### config.mk
export PLATFORM = sky130hd
export DESIGN_NAME = vrt_div
export DESIGN_NICKNAME = d
export VERILOG_FILES = /design/src/sv/vrt_pkg.sv /design/src/sv/vrt_div.sv
export SDC_FILE = /design/constraint.sdc
export NUM_CORES = 1
export LEC_CHECK = 0
export BUFFER_PORTS_ARGS = -buffer_cell sky130_fd_sc_hd__buf_2
export CAP_MARGIN = 30
export CORE_ASPECT_RATIO = 0.8
export CORE_UTILIZATION = 40
export DETAILED_ROUTE_END_ITERATION = 8
export GPL_TIMING_DRIVEN = 0
export PLACE_DENSITY = 0.75
export SLEW_MARGIN = 20
export SYNTH_ARGS = -nofsm -noshare
export SYNTH_HDL_FRONTEND = slang
export SYNTH_SLANG_ARGS = --single-unit
### constraint.sdc
create_clock -name clk -period 2.42 [get_ports clk]
set_clock_uncertainty 0.2 [all_clocks]
set_input_delay 0.605 -clock clk [delete_from_list [all_inputs] [get_ports clk]]
set_output_delay 0.605 -clock clk [all_outputs]
set_load 0.02 [all_outputs]
### src/sv/vrt_pkg.sv
package vrt_pkg;

	localparam int GRID_BITS        = 5;
	localparam int ORIGIN_FRAC_BITS = 10;

	localparam int GRID_SIZE = 1 << GRID_BITS;
	localparam int ROW_BITS  = 2 * GRID_BITS;
	localparam int ROW_COUNT = 1 << ROW_BITS;

	localparam int ORG_W   = 16;
	localparam int DIR_W   = 16;
	localparam int COORD_W = 5;
	localparam int STEP_W  = 8;
	// cell coordinate: origin integer part plus up to 255 unit steps
	localparam int POS_W   = 26 - ORIGIN_FRAC_BITS;

	localparam int TIME_W    = 32;
	localparam int NUM_W     = 31;
	localparam int DEN_W     = 16;
	localparam int DIV_SHIFT = 30 - ORIGIN_FRAC_BITS;
	localparam int DCNT_W    = $clog2(NUM_W);

	localparam logic [TIME_W-1:0] TIME_INF = '1;

	localparam logic OP_WRITE = 1'b0;
	localparam logic OP_RAY   = 1'b1;

	localparam logic [1:0] AXIS_X    = 2'd0;
	localparam logic [1:0] AXIS_Y    = 2'd1;
	localparam logic [1:0] AXIS_Z    = 2'd2;
	localparam logic [1:0] AXIS_NONE = 2'd3;

	typedef enum logic [3:0] {
		ST_CLEAR,
		ST_IDLE,
		ST_WR_RD,
		ST_WR_WB,
		ST_DIV_START,
		ST_DIV_WAIT,
		ST_STEP,
		ST_TEST,
		ST_DONE
	} state_t;

	typedef struct packed {
		logic                   start;
		logic [NUM_W-1:0]       num;
		logic [DEN_W-1:0]       den;
	} div_req_t;

endpackage

### src/sv/vrt_div.sv
module vrt_div
	import vrt_pkg::*;
(
	input  logic             clk,
	input  logic             arst_n,
	input  div_req_t         req,
	output logic             done,
	output logic [NUM_W-1:0] quo
);
	logic              busy_q;
	logic              done_q;
	logic [DCNT_W-1:0] cnt_q;
	logic [DEN_W-1:0]  rem_q;
	logic [NUM_W-1:0]  quo_q;
	logic [DEN_W-1:0]  den_q;
	logic [DEN_W:0]    part;
	logic [DEN_W:0]    trial;

	// restoring radix-2, one quotient bit per cycle
	assign part  = {rem_q, quo_q[NUM_W-1]};
	assign trial = part - {1'b0, den_q};

	always_ff @(posedge clk or negedge arst_n) begin
		if (!arst_n) begin
			busy_q <= 1'b0;
			done_q <= 1'b0;
			cnt_q  <= '0;
		end else begin
			done_q <= 1'b0;
			if (req.start) begin
				busy_q <= 1'b1;
				cnt_q  <= DCNT_W'(NUM_W - 1);
			end else if (busy_q) begin
				cnt_q <= cnt_q - 1'b1;
				if (cnt_q == '0) begin
					busy_q <= 1'b0;
					done_q <= 1'b1;
				end
			end
		end
	end

	always_ff @(posedge clk) begin
		if (req.start) begin
			rem_q <= '0;
			quo_q <= req.num;
			den_q <= req.den;
		end else if (busy_q) begin
			if (!trial[DEN_W]) begin
				rem_q <= trial[DEN_W-1:0];
				quo_q <= {quo_q[NUM_W-2:0], 1'b1};
			end else begin
				rem_q <= part[DEN_W-1:0];
				quo_q <= {quo_q[NUM_W-2:0], 1'b0};
			end
		end
	end

	assign done = done_q;
	assign quo  = quo_q;
endmodule

==> key figures, run 1 <==
Global routing
  – Vias in the first global route: ~2.8k
  – Antenna violations before repair: 0
  – Wire length of the first global-routing pass: 13300 µm
  – Global-route usage over all layers: 0.183
  – Pin count of the biggest net entering global routing: 32
  – Remaining global-route overflow: 0

Power and ir drop
  – Largest vdd supply drop: 0.670 mV
  – Power density over cell area: 1090 nW/µm²
  – Leak pwr: 0.00203 µW

Layout
  – Core Util, Final: 0.540
  – Layout area overhead: 30.8%
  – Share of layout cells above drive strength 1: 0.401
  – Final cell area excluding filler cells: 4880 µm²
  – Ant. Diodes: 0
  – # nets final: 495
  – Number of non-filler instances in the completed layout: around 550

Setup path
  – Worst Path Buf+Inv: 2
  – Crit-path cells: inv_2 -> ha_4 -> fa_2 -> nand2b_4 -> a21oi_4 -> o211ai_1 -> mux2_4 -> nand2_8 -> buf_8 -> mux2i_2 -> o21ai_1
  – Worst-path cell with the longest stage delay: sky130_fd_sc_hd__edfxtp_1
  – R2R setup slack: -0.25 ns
  – Kind of cell adding the most delay to the critical path: multiplexers
  – Data required time of the worst path: 2.44 ns
  – Type of destination of the critical path: flop
  – Crit path launch type: flop
  – CP max FO: 10
  – Worst setup path class: reg -> reg
  – Arrival time reported for the critical path endpoint: 2.69 ns
  – CP peak stage delay: 0.36 ns

Flow run
  – Max Cap Viol: 0

Clocking
  – CTS tree: done
  – Clk buf depth: 2
  – Sinks on Clock Net: 70
  – Clock network latency to the later pin of the worst-skew pair: 0.34 ns
  – Root buffer cell: sky130_fd_sc_hd__clkbuf_16
  – Level count of the clock H-tree: 3
  – Clock edge transition at the registers on the reported setup and hold paths: 0.06 ns
  – Number of clock buffers inserted by TritonCTS: 9

Logic synthesis
  – Number of nets produced by synthesis: slightly below 400
  – Cell taking the most area after synthesis: sky130_fd_sc_hd__edfxtp_1
  – Ys async rst share: 0.100
  – Yosys warnings: 0
  – Most frequent cell after synthesis: sky130_fd_sc_hd__edfxtp_1
  – Sequential area share after synthesis: 0.512
  – Gate Count Post-Synth: 320
  – Top area cells in the synthesized netlist: sky130_fd_sc_hd__edfxtp_1, sky130_fd_sc_hd__mux2_2, sky130_fd_sc_hd__dfxtp_1
  – Prevailing post-synth register cell: sky130_fd_sc_hd__edfxtp_1
  – Count of state elements after synthesis: 70
  – Fraction of synthesized cell area taken by the top area cell type: 0.379
  – Distinct cells, synth: 50
  – Top cell types by occurrence after synthesis: sky130_fd_sc_hd__edfxtp_1, sky130_fd_sc_hd__mux2_2, sky130_fd_sc_hd__nand2_1
  – Synth Area per Inst: 11.6 µm²
  – Number of enable flip-flop cells after synthesis: 47
  – Cell area after synthesis: between 3000 and 4000 µm²

Floorplan
  – Ports placed on the boundary: 82
  – Row count: 31
  – Core region area: 9040 µm²
  – Effective utilization at floorplan: 0.412
  – Width of the chip: 110 µm
  – Vertical die dimension: 88.3 µm
  – Die Outline Area: 9710 µm²

STA
  – Number of pins exceeding their max-slew limit in the final report: 0
  – Final Hold Fails: 0
  – Worst relative slew slack: 0.582
  – Setup violators final: 34
  – Tcrit/Tclk final: 1.10
  – Final min period: 2.67 ns
  – Min setup slack post-route: -0.253 ns
  – Unrepaired setup endpoints after global routing: yes
  – F_max: 374 MHz
  – Worst-margin pin slew: 0.628 ns

Outcome
  – Violated checks: negative setup slack
  – Run status: finished, violations left

Placed design
  – Post-detail-place hpwl: 5640 µm
  – Input/output buffers: 81
  – Placed cell area: 4320 µm²
  – Routability Congestion: 0.846
  – Worst setup slack after placement: -0.732 ns
  – Cell count after placement: 516

Routing
  – Total Wirelength: 8370 µm
  – Number of design rule violations left after detail routing: 0
  – Detail Route Antenna Nets: 0
  – Number of detailed-route iterations in the first pass: 4
  – Wire length per cell after detailed routing: 15.3 µm
  – Via density per instance: 5.14
  – Overall via count from detail_route: 2808
  – Drt first-iter violations: 122

Worst hold path
  – Hold/Removal Path Class: in -> reg
-- worst reg2reg max path, cell delays in order, from the launching register on --
cell                       delay (ns)
sky130_fd_sc_hd__edfxtp_1        0.36
sky130_fd_sc_hd__inv_2           0.06
sky130_fd_sc_hd__ha_4            0.16
sky130_fd_sc_hd__fa_2            0.34
sky130_fd_sc_hd__nand2b_4        0.17
sky130_fd_sc_hd__a21oi_4         0.17
sky130_fd_sc_hd__o211ai_1        0.13
sky130_fd_sc_hd__mux2_4          0.36
sky130_fd_sc_hd__nand2_8         0.10
sky130_fd_sc_hd__buf_8           0.15
sky130_fd_sc_hd__mux2i_2         0.25
sky130_fd_sc_hd__o21ai_1         0.09
-- layout make-up --
type                       instances  area (µm²)
fill                             768        4160
sequential                        70        1910
multi-input combinational        215        1830
timing repair buffer              95         533
clock buffer                       9         225
tap                              115         144
inverter                          24        92.6
clock inverter                     7        72.6
buffer                            11        70.1
-- logic make-up (layout without fill, tap and decap cells) --
group                      Yosys count  count (layout)  share of synthesized area
DFF                                 70              70                      0.512
AOI/OAI and AO/OA                   59              59                      0.116
xor gates and xnor gates            15              15                     0.0352
and+or+nand+nor                     77              77                     0.0990
buffers and inverters               35             146                     0.0386
adders and majority gates           19              19                     0.0658
muxes                               45              45                      0.134
-- layout by cell type, fill, tap and decap left out, drive strengths merged, types with 7 or more instances in the layout --
cell type and count:
a211oi 7, nor2 20, dfrtp 7, xnor2 10, buf 99, mux2 33
dfxtp 16, nand2 28, mux2i 12, nand2b 8, clkbuf 15, ha 18
a21oi 15, edfxtp 47, inv 26, o21ai 13
-- through the flow --
stage,TNS (ns),power (µW),hold WS [ns]
floorplan,-2.48,3120,0.109
global placement,-44.59,3460,0.247
detailed placement,-34.36,3510,0.249
CTS,-12.75,5130,0.228
global route,-12.71,5600,0.232
finish,-4.60,5320,0.238
-- final timing paths --
path | startpoint | endpoint | cells past startpoint
max reg2reg | quo[30] | rem_q[4] | 11
max in group asynchronous | arst_n | done | 2
max | quo[30] | rem_q[4] | 11
min in group asynchronous | arst_n | cnt_q[1] | 2
min reg2reg | rem_q[13] | rem_q[13] | 2
min | req[14] | den_q[14] | 1
-- metal layers --
| layer | global-route usage | part of all wire | wire length (µm) |
|---|---|---|---|
| met1 | 0.232 | 0.45 | 3780 |
| met2 | 0.288 | 0.45 | 3780 |
| met3 | 0.0766 | 0.081 | 682 |
| met4 | 0.0497 | 0.015 | 129 |
| met5 | 0 | 0 | 0 |
-- report_power, final --
part / switching (µW) / internal [µW]
combinational: 1170 / 1150
sequential: 158 / 1500
clock: 538 / 801
-- state kept, by name (all words and copies together), names as in the netlist --
register,count
quo,31
den_q,16
rem_q,16
cnt_q,5
busy_q,1
done,1
-- repair_timing --
item | 4_1_cts | 5_1_grt
hold endpoints to repair | 7 | 0
cloned | 1 | 0
setup endpoints to repair | 65 | 65
hold buffers | 1 | 0
resized for setup | 10 | 15
buffers inserted | 7 | 5
pin swaps | 13 | 12
No activity file was read; power rests on OpenSTA's default activity.
==> run 2, diff against run 1 <==
Settings changed: PLACE_DENSITY 0.75 to 0.73.
Clock period 2.42 ns to 2.9 ns, I/O delays scaled along.
==> key figures, run 2 (synthesis gave the netlist of run 1 again) <==
Outcome
  – Run status: finished, final reports clean

Power and ir drop
  – Sequential share of power: 0.345 (+0.034)
  – Sw Ratio: 0.348 (-0.00247)
  – Clock share of power: 0.251 (about the same)
  – Pint: 2580 µW (-25%)
  – Post-layout total power: 3960 µW (-26%)
  – Power density over cell area: 860 nW/µm² (-21%)
  – Leak pwr: 0.00194 µW (-4.7%)
  – Net switching component of the power: 1380 µW (-26%)
  – Comb power frac: 0.404 (-0.033)
  – Largest vdd supply drop: 0.423 mV (-37%)

Layout
  – # nets final: 482 (-2.6%)
  – Flip-flop count of the largest register after layout: 31 (unchanged)
  – Share of layout cells above drive strength 1: 0.349 (-0.0521)
  – Layout area overhead: 23.5%
  – Most frequent standard cell in the layout excluding fill and tap cells: sky130_fd_sc_hd__buf_2
  – Ant. Diodes: 0 (unchanged)
  – Fillers: 836 (+8.9%)
  – Number of non-filler instances in the completed layout: 533 (-2.4%)
  – Highest-count cells in the layout ignoring fill and taps: sky130_fd_sc_hd__buf_2, sky130_fd_sc_hd__edfxtp_1, sky130_fd_sc_hd__mux2_2
  – Final cell area excluding filler cells: 4600 µm² (-5.6%)

Floorplan
  – Row count: 31 (unchanged)
  – Ports placed on the boundary: 82 (unchanged)
  – Core region area: 9040 µm² (unchanged)
  – Effective utilization at floorplan: 0.412 (unchanged)
  – Die Outline Area: 9710 µm² (unchanged)
  – Vertical die dimension: 88.3 µm (unchanged)
  – Width of the chip: 110 µm (unchanged)

Routing
  – Drt first-iter violations: 123 (+0.82%)
  – Detail Route Antenna Nets: 0 (unchanged)
  – Overall via count from detail_route: 2633 (-6.2%)
  – Total Wirelength: 7490 µm (-11%)
  – Number of design rule violations left after detail routing: 0 (unchanged)
  – Wire length per cell after detailed routing: 14.1 µm (-8.4%)
  – Number of detailed-route iterations in the first pass: 4 (unchanged)
  – Via density per instance: 4.94 (-3.9%)

Setup path
  – Worst setup path class: reg -> reg
  – Type of destination of the critical path: flop
  – Arrival time reported for the critical path endpoint: 2.74 ns (+0.05 ns)
  – Crit path launch type: flop
  – CP peak stage delay: 0.36 ns (about the same)
  – Crit-path cells: inv_1 -> ha_1 -> fa_2 -> nand2b_1 -> a21oi_2 -> o211ai_1 -> mux2_4 -> nand2_4 -> buf_12 -> mux2i_1 -> a211oi_1
  – CP max FO: 10 (unchanged)
  – Data required time of the worst path: 2.89 ns (+0.45 ns)
  – Worst-path cell with the longest stage delay: sky130_fd_sc_hd__fa_2

STA
  – Worst relative slew slack: 0.559 (-0.0227)
  – Tcrit/Tclk final: 0.950 (-0.155)
  – Final min period: 2.75 ns (+0.0810 ns)
  – Final Hold Fails: 0 (unchanged)
  – Min setup slack post-route: 0.146 ns (+0.399 ns)
  – Final-layout setup total negative slack: 0 ns (+4.60 ns)
  – Setup violators final: 0 (-100%)
  – F_max: 363 MHz (-2.9%)
  – Number of pins exceeding their max-slew limit in the final report: 0 (unchanged)
  – Worst-margin pin slew: 0.661 ns (+0.0331 ns)
  – Unrepaired setup endpoints after global routing: no

Global routing
  – Vias in the first global route: 2666 (-4.9%)
  – Antenna violations before repair: 0 (unchanged)
  – Remaining global-route overflow: 0 (unchanged)
  – Global-route usage over all layers: 0.173 (-0.0103)
  – Wire length of the first global-routing pass: 12400 µm (-6.6%)
  – Pin count of the biggest net entering global routing: 32 (unchanged)

Clocking
  – Sinks on Clock Net: 70 (unchanged)
  – CTS tree: done
  – Clk buf depth: 2 (unchanged)
  – Clock network latency to the later pin of the worst-skew pair: 0.34 ns (about the same)
  – Number of clock buffers inserted by TritonCTS: 9 (unchanged)
  – Level count of the clock H-tree: 3 (unchanged)
  – Root buffer cell: sky130_fd_sc_hd__clkbuf_16
  – Clock edge transition at the registers on the reported setup and hold paths: 0.06 ns (about the same)

Placed design
  – Cell count after placement: 516 (unchanged)
  – Placed cell area: 4280 µm² (-0.93%)
  – Input/output buffers: 81 (unchanged)
  – Worst setup slack after placement: -0.209 ns (+0.523 ns)
  – Post-detail-place hpwl: 5410 µm (-4.0%)
  – Routability Congestion: 0.890 (+5.2%)

Flow run
  – Max Cap Viol: 0 (unchanged)

Worst hold path
  – Hold/Removal Path Class: in -> async
[run 2: changes by cell type in the layout (fill, tap and decap cells not counted), moves of 3 or more]
| cell | change |
|---|---|
| sky130_fd_sc_hd__mux2i_1 | +3 |
| sky130_fd_sc_hd__o21ai_0 | +5 |
| sky130_fd_sc_hd__buf_4 | -11 |
| sky130_fd_sc_hd__ha_1 | +3 |
| sky130_fd_sc_hd__o21ai_1 | -5 |
| sky130_fd_sc_hd__ha_4 | -3 |
[run 2: final cells by class]
| class | instances | area, µm² | area share |
|---|---|---|---|
| Buffer | 11 | 70.1 | 0.0152 |
| Inverter | 24 | 90.1 | 0.0196 |
| Timing Repair Buffer | 82 | 413 | 0.0897 |
| Multi-Input combinational cell | 215 | 1710 | 0.372 |
| Tap cell | 115 | 144 | 0.0313 |
| Clock buffer | 10 | 229 | 0.0498 |
| Clock inverter | 6 | 37.5 | 0.00816 |
| Sequential cell | 70 | 1910 | 0.414 |
[run 2: per-layer routing]
metal  up-vias  share of wire  GRT usage
met5         -              0          0
met4         0          0.015     0.0727
met3        11          0.056     0.0626
met2        60           0.45      0.269
met1      1220           0.48      0.217
li1       1342              -          -
[run 2: what timing repair did]
item / 4_1_cts / 5_1_grt
endpoints found under the hold margin: 0 / 0
hold buffers: 0 / 0
resized for setup: 1 / 10
buffers inserted: 0 / 1
pin swaps: 0 / 2
setup endpoints to repair: 4 / 47
[run 2: path summary, 6_finish.rpt]
path	startpoint	endpoint	slack (ns)	cells past startpoint
setup / recovery	quo[30]	rem_q[7]	0.15	11
setup reg to reg	quo[30]	rem_q[7]	0.15	11
max in group asynchronous	arst_n	busy_q	2.34	1
min in group clk	rem_q[2]	rem_q[2]	0.28	2
hold reg to reg	rem_q[2]	rem_q[2]	0.28	2
hold / removal	arst_n	cnt_q[2]	0.007	1
[run 2: power by group through the flow]
stage | clock network, µW | logic, µW | registers (µW)
finish | 992 | 1600 | 1370
global route | 1050 | 1760 | 1390
CTS | 1010 | 1500 | 1370
detailed placement | 0 | 1490 | 1380
global placement | 0 | 1450 | 1380
floorplan | 0 | 1110 | 1430
[run 2: critical path, delay by kind of cell (launching register included)]
family                     cells  cell delay (ns)
AOI/OAI and AO/OA              3             0.41
adders and majority gates      2             0.59
buffers and inverters          2             0.21
DFF                            1             0.34
muxes                          2             0.57
and+or+nand+nor                2             0.28
[run 2: metrics by stage]
step                      hold WS, ns  utilization
after floorplan                 0.229            -
after global placement          0.272        0.473
after detailed placement        0.275        0.473
after CTS                     0.00260        0.503
after global routing          0.00873        0.509
final                         0.00673        0.509
